==> src/rtl/tlbpt_pkg.sv <==
// Shared types and constants for the TLB and page table translator.
package tlbpt_pkg;

   // Address layout and defaults.
   localparam int unsigned VA_W             = 16;
   localparam int unsigned PAGE_W           = 8;
   localparam int unsigned FRAME_W          = 8;
   localparam int unsigned FRAME_CNT_W      = 9;
   localparam int unsigned FAULT_CNT_W      = 9;
   localparam int unsigned CNT_W            = 32;
   localparam int unsigned PAGE_SPACE       = 256;
   localparam int unsigned TLB_ENTRIES_DEF  = 16;
   localparam int unsigned PAGE_COUNT_DEF   = 256;

   // Sequencer states.
   typedef enum logic [1:0] {
      ST_IDLE,
      ST_LOOKUP,
      ST_RESOLVE
   } state_type;

   // Commands from the controller to the datapath.
   typedef struct packed {
      logic capture;
      logic commit;
   } ctrl_cmd_type;

   // Status from the datapath to the controller.
   typedef struct packed {
      logic out_free;
   } dp_status_type;

endpackage

==> src/rtl/tlbpt_ctrl.sv <==
// Controller state machine that sequences one translation at a time.
module tlbpt_ctrl (
   input  logic                    clock,
   input  logic                    reset,
   input  logic                    req_valid,
   output logic                    req_stall,
   input  tlbpt_pkg::dp_status_type status,
   output tlbpt_pkg::ctrl_cmd_type  cmd
);

   tlbpt_pkg::state_type state_ff;
   tlbpt_pkg::state_type state_in;

   // State register.
   always_ff @(posedge clock) begin
      if (reset) begin
         state_ff <= tlbpt_pkg::ST_IDLE;
      end else begin
         state_ff <= state_in;
      end
   end

   // Next state: take an item, wait for the page table read, then resolve.
   always_comb begin
      state_in = state_ff;
      unique case (state_ff)
         tlbpt_pkg::ST_IDLE: begin
            if (req_valid) begin
               state_in = tlbpt_pkg::ST_LOOKUP;
            end
         end
         tlbpt_pkg::ST_LOOKUP: begin
            state_in = tlbpt_pkg::ST_RESOLVE;
         end
         tlbpt_pkg::ST_RESOLVE: begin
            if (status.out_free) begin
               state_in = tlbpt_pkg::ST_IDLE;
            end
         end
         default: begin
            state_in = tlbpt_pkg::ST_IDLE;
         end
      endcase
   end

   // Outputs: the input side is open only while idle.
   always_comb begin
      req_stall   = 1'b1;
      cmd.capture = 1'b0;
      cmd.commit  = 1'b0;
      unique case (state_ff)
         tlbpt_pkg::ST_IDLE: begin
            req_stall   = 1'b0;
            cmd.capture = req_valid;
         end
         tlbpt_pkg::ST_LOOKUP: begin
            req_stall = 1'b1;
         end
         tlbpt_pkg::ST_RESOLVE: begin
            cmd.commit = status.out_free;
         end
         default: begin
            req_stall = 1'b1;
         end
      endcase
   end

endmodule

==> src/rtl/tlbpt_datapath.sv <==
// Datapath: TLB registers, page table memory, frame allocator, counters and result register.
module tlbpt_datapath #(
   parameter int unsigned TLB_ENTRIES = tlbpt_pkg::TLB_ENTRIES_DEF,
   parameter int unsigned PAGE_COUNT  = tlbpt_pkg::PAGE_COUNT_DEF
) (
   input  logic                              clock,
   input  logic                              reset,
   input  tlbpt_pkg::ctrl_cmd_type           cmd,
   output tlbpt_pkg::dp_status_type          status,
   input  logic [tlbpt_pkg::VA_W-1:0]        req_virtual_address,
   output logic                              rsp_valid,
   input  logic                              rsp_stall,
   output logic [tlbpt_pkg::VA_W-1:0]        rsp_physical_address,
   output logic [tlbpt_pkg::FRAME_W-1:0]     rsp_frame_number,
   output logic                              rsp_tlb_hit,
   output logic                              rsp_page_fault,
   output logic [tlbpt_pkg::CNT_W-1:0]       rsp_hit_count,
   output logic [tlbpt_pkg::FAULT_CNT_W-1:0] rsp_fault_count,
   output logic [tlbpt_pkg::CNT_W-1:0]       rsp_translated_count
);

   localparam int unsigned FP_W     = (TLB_ENTRIES > 1) ? $clog2(TLB_ENTRIES) : 1;
   localparam int unsigned PT_DEPTH = (PAGE_COUNT < tlbpt_pkg::PAGE_SPACE) ?
                                      PAGE_COUNT : tlbpt_pkg::PAGE_SPACE;
   localparam int unsigned PT_IDX_W = (PT_DEPTH > 1) ? $clog2(PT_DEPTH) : 1;
   localparam logic [FP_W-1:0] FP_LAST = FP_W'(TLB_ENTRIES - 1);
   localparam logic [tlbpt_pkg::FRAME_CNT_W-1:0] FRAME_LIMIT =
      tlbpt_pkg::FRAME_CNT_W'(tlbpt_pkg::PAGE_SPACE);
   localparam logic [tlbpt_pkg::FAULT_CNT_W-1:0] FAULT_MAX = '1;
   localparam logic [tlbpt_pkg::CNT_W-1:0]       CNT_MAX   = '1;

   // Captured address.
   logic [tlbpt_pkg::VA_W-1:0]    va_ff;
   logic [tlbpt_pkg::PAGE_W-1:0]  page;
   logic [tlbpt_pkg::PAGE_W-1:0]  offset;
   logic [PT_IDX_W-1:0]           pidx;
   logic [PT_IDX_W-1:0]           pidx_table [tlbpt_pkg::PAGE_SPACE];

   // TLB storage.
   logic [tlbpt_pkg::PAGE_W-1:0]  tag_ff   [TLB_ENTRIES];
   logic [tlbpt_pkg::FRAME_W-1:0] tframe_ff [TLB_ENTRIES];
   logic [TLB_ENTRIES-1:0]        tvalid_ff;
   logic [FP_W-1:0]               fill_ptr_ff;

   // Page table storage.
   logic [tlbpt_pkg::FRAME_W-1:0] pt_mem [PT_DEPTH];
   logic [tlbpt_pkg::FRAME_W-1:0] pt_rdata_ff;
   logic [PT_DEPTH-1:0]           page_valid_ff;

   // Allocator and counters.
   logic [tlbpt_pkg::FRAME_CNT_W-1:0] next_free_ff;
   logic [tlbpt_pkg::CNT_W-1:0]       hits_ff;
   logic [tlbpt_pkg::FAULT_CNT_W-1:0] faults_ff;
   logic [tlbpt_pkg::CNT_W-1:0]       trans_ff;
   logic [tlbpt_pkg::CNT_W-1:0]       hits_in;
   logic [tlbpt_pkg::FAULT_CNT_W-1:0] faults_in;
   logic [tlbpt_pkg::CNT_W-1:0]       trans_in;

   // Lookup results.
   logic                          hit;
   logic [tlbpt_pkg::FRAME_W-1:0] hit_frame;
   logic                          fault;
   logic [tlbpt_pkg::FRAME_W-1:0] frame;

   // Result register.
   logic                              rsp_valid_ff;
   logic [tlbpt_pkg::VA_W-1:0]        rsp_pa_ff;
   logic [tlbpt_pkg::FRAME_W-1:0]     rsp_frame_ff;
   logic                              rsp_hit_ff;
   logic                              rsp_fault_ff;
   logic [tlbpt_pkg::CNT_W-1:0]       rsp_hits_ff;
   logic [tlbpt_pkg::FAULT_CNT_W-1:0] rsp_faults_ff;
   logic [tlbpt_pkg::CNT_W-1:0]       rsp_trans_ff;

   // Constant table that folds a page number onto the page table depth.
   for (genvar g = 0; g < tlbpt_pkg::PAGE_SPACE; g++) begin : g_pidx
      assign pidx_table[g] = PT_IDX_W'(g % PAGE_COUNT);
   end

   assign page   = va_ff[tlbpt_pkg::VA_W-1:tlbpt_pkg::VA_W-tlbpt_pkg::PAGE_W];
   assign offset = va_ff[tlbpt_pkg::VA_W-tlbpt_pkg::PAGE_W-1:0];
   assign pidx   = pidx_table[page];

   // Address capture when an item is taken.
   always_ff @(posedge clock) begin
      if (cmd.capture) begin
         va_ff <= req_virtual_address;
      end
   end

   // TLB search; the lowest-numbered matching entry wins.
   always_comb begin
      hit       = 1'b0;
      hit_frame = '0;
      for (int i = TLB_ENTRIES - 1; i >= 0; i--) begin
         if (tvalid_ff[i] && (tag_ff[i] == page)) begin
            hit       = 1'b1;
            hit_frame = tframe_ff[i];
         end
      end
   end

   // Frame selection: TLB, then page table, then a newly assigned frame.
   assign fault = !hit && !page_valid_ff[pidx];
   always_comb begin
      if (hit) begin
         frame = hit_frame;
      end else if (fault) begin
         frame = next_free_ff[tlbpt_pkg::FRAME_W-1:0];
      end else begin
         frame = pt_rdata_ff;
      end
   end

   // Page table memory with registered read.
   always_ff @(posedge clock) begin
      if (cmd.commit && fault) begin
         pt_mem[pidx] <= next_free_ff[tlbpt_pkg::FRAME_W-1:0];
      end
      pt_rdata_ff <= pt_mem[pidx];
   end

   // Page valid bits and frame allocator.
   always_ff @(posedge clock) begin
      if (reset) begin
         page_valid_ff <= '0;
         next_free_ff  <= '0;
      end else if (cmd.commit && fault) begin
         page_valid_ff[pidx] <= 1'b1;
         if (next_free_ff < FRAME_LIMIT) begin
            next_free_ff <= next_free_ff + 1'b1;
         end
      end
   end

   // TLB refill at the FIFO pointer on a miss.
   always_ff @(posedge clock) begin
      if (reset) begin
         tvalid_ff   <= '0;
         fill_ptr_ff <= '0;
      end else if (cmd.commit && !hit) begin
         tvalid_ff[fill_ptr_ff] <= 1'b1;
         fill_ptr_ff <= (fill_ptr_ff == FP_LAST) ? '0 : fill_ptr_ff + 1'b1;
      end
   end

   always_ff @(posedge clock) begin
      if (cmd.commit && !hit) begin
         tag_ff[fill_ptr_ff]    <= page;
         tframe_ff[fill_ptr_ff] <= frame;
      end
   end

   // Saturating counters.
   always_comb begin
      hits_in   = (hit && (hits_ff != CNT_MAX)) ? hits_ff + 1'b1 : hits_ff;
      faults_in = (fault && (faults_ff != FAULT_MAX)) ? faults_ff + 1'b1 : faults_ff;
      trans_in  = (trans_ff != CNT_MAX) ? trans_ff + 1'b1 : trans_ff;
   end

   always_ff @(posedge clock) begin
      if (reset) begin
         hits_ff   <= '0;
         faults_ff <= '0;
         trans_ff  <= '0;
      end else if (cmd.commit) begin
         hits_ff   <= hits_in;
         faults_ff <= faults_in;
         trans_ff  <= trans_in;
      end
   end

   // Result register; the next item may enter while this one waits.
   always_ff @(posedge clock) begin
      if (reset) begin
         rsp_valid_ff <= 1'b0;
      end else if (cmd.commit) begin
         rsp_valid_ff <= 1'b1;
      end else if (!rsp_stall) begin
         rsp_valid_ff <= 1'b0;
      end
   end

   always_ff @(posedge clock) begin
      if (cmd.commit) begin
         rsp_pa_ff     <= {frame, offset};
         rsp_frame_ff  <= frame;
         rsp_hit_ff    <= hit;
         rsp_fault_ff  <= fault;
         rsp_hits_ff   <= hits_in;
         rsp_faults_ff <= faults_in;
         rsp_trans_ff  <= trans_in;
      end
   end

   assign status.out_free      = !rsp_valid_ff || !rsp_stall;
   assign rsp_valid            = rsp_valid_ff;
   assign rsp_physical_address = rsp_pa_ff;
   assign rsp_frame_number     = rsp_frame_ff;
   assign rsp_tlb_hit          = rsp_hit_ff;
   assign rsp_page_fault       = rsp_fault_ff;
   assign rsp_hit_count        = rsp_hits_ff;
   assign rsp_fault_count      = rsp_faults_ff;
   assign rsp_translated_count = rsp_trans_ff;

   // A new frame is never assigned for a page that hit in the TLB.
   a_fault_not_hit: assert property (@(posedge clock) disable iff (reset)
      (cmd.commit && fault) |-> !hit)
      else $error("page fault flagged on a TLB hit");

   // The allocator never runs past the frame space.
   a_free_bound: assert property (@(posedge clock) disable iff (reset)
      next_free_ff <= FRAME_LIMIT)
      else $error("next free frame out of range");

   // A committed item always shows up in the result register.
   a_commit_shows: assert property (@(posedge clock) disable iff (reset)
      cmd.commit |=> rsp_valid_ff)
      else $error("result lost after commit");

   // Each fault advances the fault count by exactly one.
   a_fault_count: assert property (@(posedge clock) disable iff (reset)
      (cmd.commit && fault) |=> (faults_ff == $past(faults_ff) + 1'b1))
      else $error("fault count did not advance");

endmodule

==> src/rtl/tlb_page_table_translator_top.sv <==
// Top level of the TLB and demand-paged page table translator.
//
//   Channel | Direction | Ports                                  | Handshake
//   req     | in        | req_virtual_address                    | req_valid / req_stall
//   rsp     | out       | rsp_physical_address .. rsp_*_count    | rsp_valid / rsp_stall
//
// An item steps through accept, page table read, then resolve and commit; the
// page table's registered read port calls for the read step. A new item enters
// after the last has committed. A result waits in the output register while the
// next item is taken. Reset clears the TLB and page valid bits at once, with no
// clearing pass. A stalled result holds the resolve step until the register frees.
module tlb_page_table_translator_top #(
   parameter int unsigned TLB_ENTRIES = tlbpt_pkg::TLB_ENTRIES_DEF,
   parameter int unsigned PAGE_COUNT  = tlbpt_pkg::PAGE_COUNT_DEF
) (
   input  logic                              clock,
   input  logic                              reset,
   input  logic                              req_valid,
   output logic                              req_stall,
   input  logic [tlbpt_pkg::VA_W-1:0]        req_virtual_address,
   output logic                              rsp_valid,
   input  logic                              rsp_stall,
   output logic [tlbpt_pkg::VA_W-1:0]        rsp_physical_address,
   output logic [tlbpt_pkg::FRAME_W-1:0]     rsp_frame_number,
   output logic                              rsp_tlb_hit,
   output logic                              rsp_page_fault,
   output logic [tlbpt_pkg::CNT_W-1:0]       rsp_hit_count,
   output logic [tlbpt_pkg::FAULT_CNT_W-1:0] rsp_fault_count,
   output logic [tlbpt_pkg::CNT_W-1:0]       rsp_translated_count
);

   tlbpt_pkg::ctrl_cmd_type  cmd;
   tlbpt_pkg::dp_status_type status;

   // Sequencer.
   tlbpt_ctrl u_ctrl (
      .clock     (clock),
      .reset     (reset),
      .req_valid (req_valid),
      .req_stall (req_stall),
      .status    (status),
      .cmd       (cmd)
   );

   // Translation datapath.
   tlbpt_datapath #(
      .TLB_ENTRIES (TLB_ENTRIES),
      .PAGE_COUNT  (PAGE_COUNT)
   ) u_datapath (
      .clock                (clock),
      .reset                (reset),
      .cmd                  (cmd),
      .status               (status),
      .req_virtual_address  (req_virtual_address),
      .rsp_valid            (rsp_valid),
      .rsp_stall            (rsp_stall),
      .rsp_physical_address (rsp_physical_address),
      .rsp_frame_number     (rsp_frame_number),
      .rsp_tlb_hit          (rsp_tlb_hit),
      .rsp_page_fault       (rsp_page_fault),
      .rsp_hit_count        (rsp_hit_count),
      .rsp_fault_count      (rsp_fault_count),
      .rsp_translated_count (rsp_translated_count)
   );

endmodule
==> config.mk <==
export PLATFORM = sky130hd
export DESIGN_NAME = tlb_page_table_translator_top
export DESIGN_NICKNAME = d
export VERILOG_FILES = /design/src/rtl/tlbpt_pkg.sv /design/src/rtl/tlbpt_ctrl.sv /design/src/rtl/tlbpt_datapath.sv /design/src/rtl/tlb_page_table_translator_top.sv
export SDC_FILE = /design/constraint.sdc
export NUM_CORES = 2
export LEC_CHECK = 0
export ABC_AREA = 1
export ABC_CLOCK_PERIOD_IN_PS = 14850
export BUFFER_PORTS_ARGS = -buffer_cell sky130_fd_sc_hd__buf_2
export CAP_MARGIN = 10
export CORE_UTILIZATION = 40
export CTS_CLUSTER_SIZE = 20
export DETAILED_ROUTE_END_ITERATION = 16
export SLEW_MARGIN = 10
export SYNTH_ARGS = -nofsm -noshare
export SYNTH_HDL_FRONTEND = slang
export SYNTH_SLANG_ARGS = --single-unit
==> constraint.sdc <==
create_clock -name clock -period 14.85 [get_ports clock]
set_clock_uncertainty 0.2 [all_clocks]
set_input_delay 2.2275 -clock clock [delete_from_list [all_inputs] [get_ports clock]]
set_output_delay 2.2275 -clock clock [all_outputs]
set_load 0.005 [all_outputs]
== After elaboration in Yosys (flattened, before gate mapping) ==
Memories as Yosys holds them, arrays and structs flattened. A register that Yosys moved wholly into a read port is not among the register bits.
Cells that the tools add are included.
Storage, ports and cells
  bits in writable memories: 2304
  bits in latches: 0
  bits in registers: 476
  memory bits (read-only): 2048
  input port bits: 20
  memories kept: 4
  output and inout bits: 101
Memories
  (no name shown): depth 256, width 8, read ports 1, clocked after Yosys merged registers in 0, write ports 0, RTL line tlbpt_datapath.sv:82  | assign pidx = pidx_table[page];
  u_datapath.pt_mem: depth 256, width 8, read ports 1, clocked after Yosys merged registers in 1, write ports 1, RTL line tlbpt_datapath.sv:46  | logic [tlbpt_pkg::FRAME_W-1:0] pt_mem [PT_DEPTH];
  u_datapath.tag_ff: depth 16, width 8, read ports 16, clocked after Yosys merged registers in 0, write ports 1, RTL line tlbpt_datapath.sv:40  | logic [tlbpt_pkg::PAGE_W-1:0] tag_ff [TLB_ENTRIES];
  u_datapath.tframe_ff: depth 16, width 8, read ports 16, clocked after Yosys merged registers in 0, write ports 1, RTL line tlbpt_datapath.sv:41  | logic [tlbpt_pkg::FRAME_W-1:0] tframe_ff [TLB_ENTRIES];
Cells by class
  divide/modulo/power cells: 0
  equal/unequal tests: 25
  reduce and logical (&&, ||, !) cells: 31
  mux-type cells: 58
  shift-type cells: 0
  multiply operators: 0
  bitwise operators: 3
  magnitude comparators: 6
  add/sub/neg operators: 5
Operators by type and width (number)
  $or 256x256->256: 1
  $mux 8: 20
  $eq 8x8->1: 16
  $add 32x1->32 const B: 2
  $mux 32: 2
  $ne 32x32->1 const B: 2
  $mux 1: 28
  $logic_and 1x1->1: 23
  $add 9x1->9 const B: 2
  $or 16x16->16: 1
  $ge 9x9->1 const B: 1
  $lt 8x9->1 const B: 1
  $lt 9x9->1 const B: 1
  $mux 9: 1
  $ne 9x9->1 const B: 1
  $not 8->9: 1
  $bmux 1 s8: 1
  $demux 1 s8: 1
  $ge 8x1->1 const B: 1
  $pmux 2 s3: 1
  $lt 4x5->1 const B: 1
  $add 4x1->4 const B: 1
  $demux 1 s4: 1
  $eq 4x4->1 const B: 1
  11 further kinds: 17

== Depth between registers and ports, before layout ==
An unclocked memory read counts as a cell.
  word-level depth: 24
  gate-level depth with buffers: 26
  gate-level depth less buffers: 24

== Modules after synthesis ==
From an unflattened synthesis, not the netlist that was laid out.
Second synthesis, totals
  cells, all modules: 7910
  area, all modules: 106669.8 um^2
Modules (own cells, without submodules)
  tlbpt_datapath: instances 1, area an instance 106576.0 um^2, cells each 7896, seq. area each 79746.5 um^2
  tlbpt_ctrl: instances 1, area an instance 93.8 um^2, cells each 14, seq. area each 40.0 um^2

== Least setup slack after synthesis ==
OpenSTA, ideal clock, no wires.
  path kind: input -> register
  from: input port rsp_stall
  to: register u_datapath.trans_ff[15] in the netlist's numbering
  cell stages on the path: 7
  arrival: 6.035 ns
  slack: 8.506 ns
  cell sequence: nand2_1 -> inv_1 -> nor3_1 -> clkbuf_1 -> clkbuf_1 -> o21ai_0 -> a21oi_1
RTL lines
  from (decl): RTL line tlb_page_table_translator_top.sv:22  | input logic rsp_stall,
  to (signal assigned): RTL line tlbpt_datapath.sv:169  | trans_ff <= trans_in;
  to (decl): RTL line tlbpt_datapath.sv:54  | logic [tlbpt_pkg::CNT_W-1:0] trans_ff;

== Worst setup path after layout ==
  from: register u_datapath.va_ff[8] in the netlist's numbering
  to: memory u_datapath.pt_mem[194][7] in the netlist's numbering, enable pin
On the way
  longest elaborated chain between the ends: 23
  elaborated cells between the ends (all ways): 60
  those cells by class: 16 x eq/ne; 22 x mux; 1 x bitwise; 20 x reduce/logical; 1 x memory
Ends and longest elaborated chain
  from (decl): RTL line tlbpt_datapath.sv:33  | logic [tlbpt_pkg::VA_W-1:0] va_ff;
  from (signal assigned): RTL line tlbpt_datapath.sv:87  | va_ff <= req_virtual_address;
  parallel branches: the longest is 23 deep, another holds $mem_v2 256x8
  to (decl): RTL line tlbpt_datapath.sv:46
Several ways; the timed one is not identified. The select of a mux whose other input is x is not followed.

==> metrics.log <==
INFO  metric run_status = finished, final reports clean
INFO  metric setup_repair_after_global_routing_missed_its_margin = no
INFO  metric post-synth-top-area-fraction = 65.9%
INFO  metric crit_path_end_kind = register
INFO  metric synth_top_cell_by_area = sky130_fd_sc_hd__edfxtp_1
INFO  metric r2r_cells = 20
INFO  metric yosys.cell_types.count = 59
INFO  metric grt_antenna_before_repair = 11
INFO  metric design.portCount = ~120
INFO  metric powerDensity = 137 nW/um^2
INFO  metric regToRegStartpoint = u_datapath.va_ff[8]
INFO  metric timing_max_transition_violations_final = 0
INFO  metric compound_gate_fraction_of_synth_area = 15.1%
INFO  metric placed_cells = 11700
INFO  metric clock_path_buffers = 4
INFO  metric route.antenna.remaining_nets = 0
INFO  metric post_synth_and_or_nand_nor_area_fraction = 7.35%
INFO  metric place_hpwl = ~180000 microns
INFO  metric fp.dieW = 526 microns
INFO  metric hold_violations = 0
INFO  metric timing.hold.worst.class = reg2reg
INFO  metric cts_buffers = 305
INFO  metric largest_net_degree_at_the_start_of_global_routing = 161
INFO  metric synthArstFlopShare = 0%
INFO  metric hold_fix_buffers_at_cts = 0
INFO  metric syn2layout_area_growth = 12.4%
INFO  metric yosys_warnings = 0
INFO  metric synthTopCellsByCount = sky130_fd_sc_hd__edfxtp_1 (2411), sky130_fd_sc_hd__nand2_1 (1115), sky130_fd_sc_hd__a22oi_1 (1090)
INFO  metric grt_pass1_vias = between 60000 and 70000
INFO  metric post_synth_xor_area_fraction = 0.829%
INFO  metric clock-sinks = 2780
INFO  metric gr_usage_total = 21.9%
INFO  metric ys_seq_area_share = 72.6%
INFO  metric critPathMaxFanout = 114
INFO  metric cts_root_buf = sky130_fd_sc_hd__clkbuf_16
INFO  metric layout-drive-gt1-share = slightly above 9%
INFO  metric timing.hold.worst_path_depth = 0
INFO  metric r2r_slack = 6900 ps
INFO  metric cts_tree = yes
INFO  metric h-tree-depth = 5
INFO  metric postRouteWirelength = 312000 microns
INFO  metric postCtsResizedCells = 0
INFO  metric synth_area_per_cell = 13.0 sq um
INFO  metric core.rowCount = 192
INFO  metric timing_worst_slew_pin_value = 1300 ps
INFO  metric drtPass1Iterations = 7
INFO  metric finish.net_count = 8479
INFO  metric dr_total_vias = 71200
INFO  metric synth_mux_area_share = 0%
INFO  metric maxSlewHeadroom = 10.8%
INFO  metric postLayoutCoreUtil = roughly 45%
INFO  metric cp.required = 15210 ps
INFO  metric dieArea = 277000 sq um
INFO  metric fmax = 126 MHz
INFO  metric totalNegativeSetupSlack = 0 ps
INFO  metric core-area = 273000 sq um
INFO  metric die_height = 526 microns
INFO  metric number_of_register_bits_inferred_by_synthesis = 2780
INFO  metric drt-vias-per-instance = 5.81
INFO  metric final_cells = 12300
INFO  metric max_cap_violations = 0
INFO  metric irDropWorstVdd = roughly 0.00015 V
INFO  metric worstSkewPairLatency = slightly below 1000 ps
INFO  metric grt_first_pass_wirelength = 457000 microns
INFO  metric static-leakage-power = 37.0 nW
INFO  metric yosysMostFrequentCell = sky130_fd_sc_hd__edfxtp_1
INFO  metric post-route-min-period = 7950 ps
INFO  metric cts.repair_timing.setup_buffer_count = 0
INFO  metric gpl.final_weighted_congestion = 0.857
INFO  metric synth_adder_area_share = 0.102%
INFO  metric grt_overflow_total = 0
INFO  metric post-route-drc-count = 0
INFO  metric criticalPathCategory = reg2reg
INFO  metric r2r_end = u_datapath.pt_mem[194][7]
INFO  metric timing.critical_path.arrival = 8310 ps
INFO  metric setup_violations = 0
INFO  metric hold_path_startpoint = u_datapath.va_ff[1]
INFO  metric detail_route.wl_per_cell = approximately 25 microns
INFO  metric numPortBuffers = 120
INFO  metric synth-edff-count = 2411
INFO  metric syn-instance-count = 8459
INFO  metric start_kind = register
INFO  metric synthesis.area = 110000 sq um
INFO  metric first_iter_violations = 9025
INFO  metric holdPathEnd = u_datapath.rsp_physical_address[1]
INFO  metric ys_top_cells_by_area = sky130_fd_sc_hd__edfxtp_1 (66%), sky130_fd_sc_hd__a22oi_1 (7.4%), sky130_fd_sc_hd__dfxtp_1 (6.7%), sky130_fd_sc_hd__nand2_1 (3.8%), sky130_fd_sc_hd__a21oi_1 (2.7%)
INFO  metric largest_family_of_logic_cells_by_synthesized_area = compound AO/OA/AOI/OAI gates
INFO  metric final_min_period_over_clock_period = between 50% and 60%
INFO  metric path_clk_slew = 60 ps
INFO  metric floorplan.initialDensity = a little over 40%
INFO  metric synth_top_flop_cell = sky130_fd_sc_hd__edfxtp_1
INFO  metric number_of_nets_in_the_synthesized_netlist = 8488
per-stage QoR:
step / setup slack [ps] / power, mW / area, sq um / hold WS [ps]
floorplan: 8510 / 9.23 / 110000 / 200
global placement: 7360 / 9.63 / 114000 / 200
detailed placement: 7240 / 9.64 / 114000 / 207
CTS: 7220 / 17.0 / 124000 / 203
global route: 6700 / 17.3 / 124000 / 205
finish: 6900 / 16.9 / 124000 / 198
worst max-delay path: stages (launching register included):
cell and delay (ps):
sky130_fd_sc_hd__edfxtp_1 360, sky130_fd_sc_hd__buf_4 250, sky130_fd_sc_hd__inv_2 490, sky130_fd_sc_hd__nor2_4 290, sky130_fd_sc_hd__buf_12 330, sky130_fd_sc_hd__buf_4 440, sky130_fd_sc_hd__a22oi_1 250, sky130_fd_sc_hd__o221ai_1 140
sky130_fd_sc_hd__nand2_1 120, sky130_fd_sc_hd__nand2_1 60, sky130_fd_sc_hd__o21ai_1 300, sky130_fd_sc_hd__nand4_1 470, sky130_fd_sc_hd__nand2_1 300, sky130_fd_sc_hd__nand2_4 90, sky130_fd_sc_hd__nor2_8 240, sky130_fd_sc_hd__nand2_8 130
sky130_fd_sc_hd__nor2_8 140, sky130_fd_sc_hd__buf_12 350, sky130_fd_sc_hd__buf_4 750, sky130_fd_sc_hd__nand2_1 660, sky130_fd_sc_hd__nor2_1 740
where the power goes:
part	internal (mW)	switching (mW)	leakage, nW
clock network	4.35	3.03	4.69
logic	0.267	0.738	11.3
registers	8.45	0.0384	21.0
total	13.1	3.81	37.0
how the worst max path moves through the flow:
stage / from / end / slack (ps) / cells past startpoint
CTS: u_datapath.va_ff[8] / u_datapath.pt_mem[194][7] / 7220 / 20
global route: u_datapath.va_ff[8] / u_datapath.pt_mem[194][7] / 6700 / 20
finish: u_datapath.va_ff[8] / u_datapath.pt_mem[194][7] / 6900 / 20
global placement: u_datapath.va_ff[8] / u_datapath.pt_mem[194][4] / 7360 / 20
floorplan: rsp_stall / u_datapath.trans_ff[15] / 8510 / 7
detailed placement: u_datapath.va_ff[8] / u_datapath.pt_mem[243][5] / 7240 / 20
sequential cells by signal (all words and copies together) (netlist names), 16 cells and up:
register and count:
u_datapath.hits_ff 32, u_datapath.tag_ff 128, u_datapath.rsp_hit_count 32, u_datapath.tvalid_ff 16, u_datapath.page_valid_ff 256, u_datapath.trans_ff 32, u_datapath.tframe_ff 128, u_datapath.rsp_translated_count 32
u_datapath.pt_mem 2048, u_datapath.va_ff 16
layer usage:
metal | up-vias | track usage, % | part of all wire, %
met5 | - | 0 | 0.015
met4 | 6 | 7.39 | 3.3
met3 | 556 | 4.02 | 8.2
met2 | 3206 | 34.5 | 46
met1 | 35900 | 30.4 | 42
li1 | 31600 | - | -
placed cells by master, fill, tap and decap left out, types with 119 or more instances in the layout:
master                         n
sky130_fd_sc_hd__a21boi_0    147
sky130_fd_sc_hd__o21ai_0     357
sky130_fd_sc_hd__inv_1       473
sky130_fd_sc_hd__buf_2       119
sky130_fd_sc_hd__nand2_1    1097
sky130_fd_sc_hd__clkbuf_16   309
sky130_fd_sc_hd__a22oi_1    1090
sky130_fd_sc_hd__a21oi_1     597
sky130_fd_sc_hd__edfxtp_1   2411
sky130_fd_sc_hd__nor2_1      556
sky130_fd_sc_hd__dfxtp_1     361
layout make-up:
type	instances	area, sq um
clock buffer	384	8150
fill	24000	150000
sequential	2780	79800
inverter	495	1880
clock inverter	141	1470
tap	3589	4490
timing repair buffer	250	1770
multi-input combinational	4618	25900
antenna	4	10.0
cells by family after synthesis:
group | after synthesis
AO/OA/AOI/OAI | 2537
XOR/XNOR | 104
adder cells (fa/ha/maj) | 9
buffers and inverters | 1061
flip-flops | 2780
AND/OR/NAND/NOR | 1968
(Power assumes the default switching activity.)
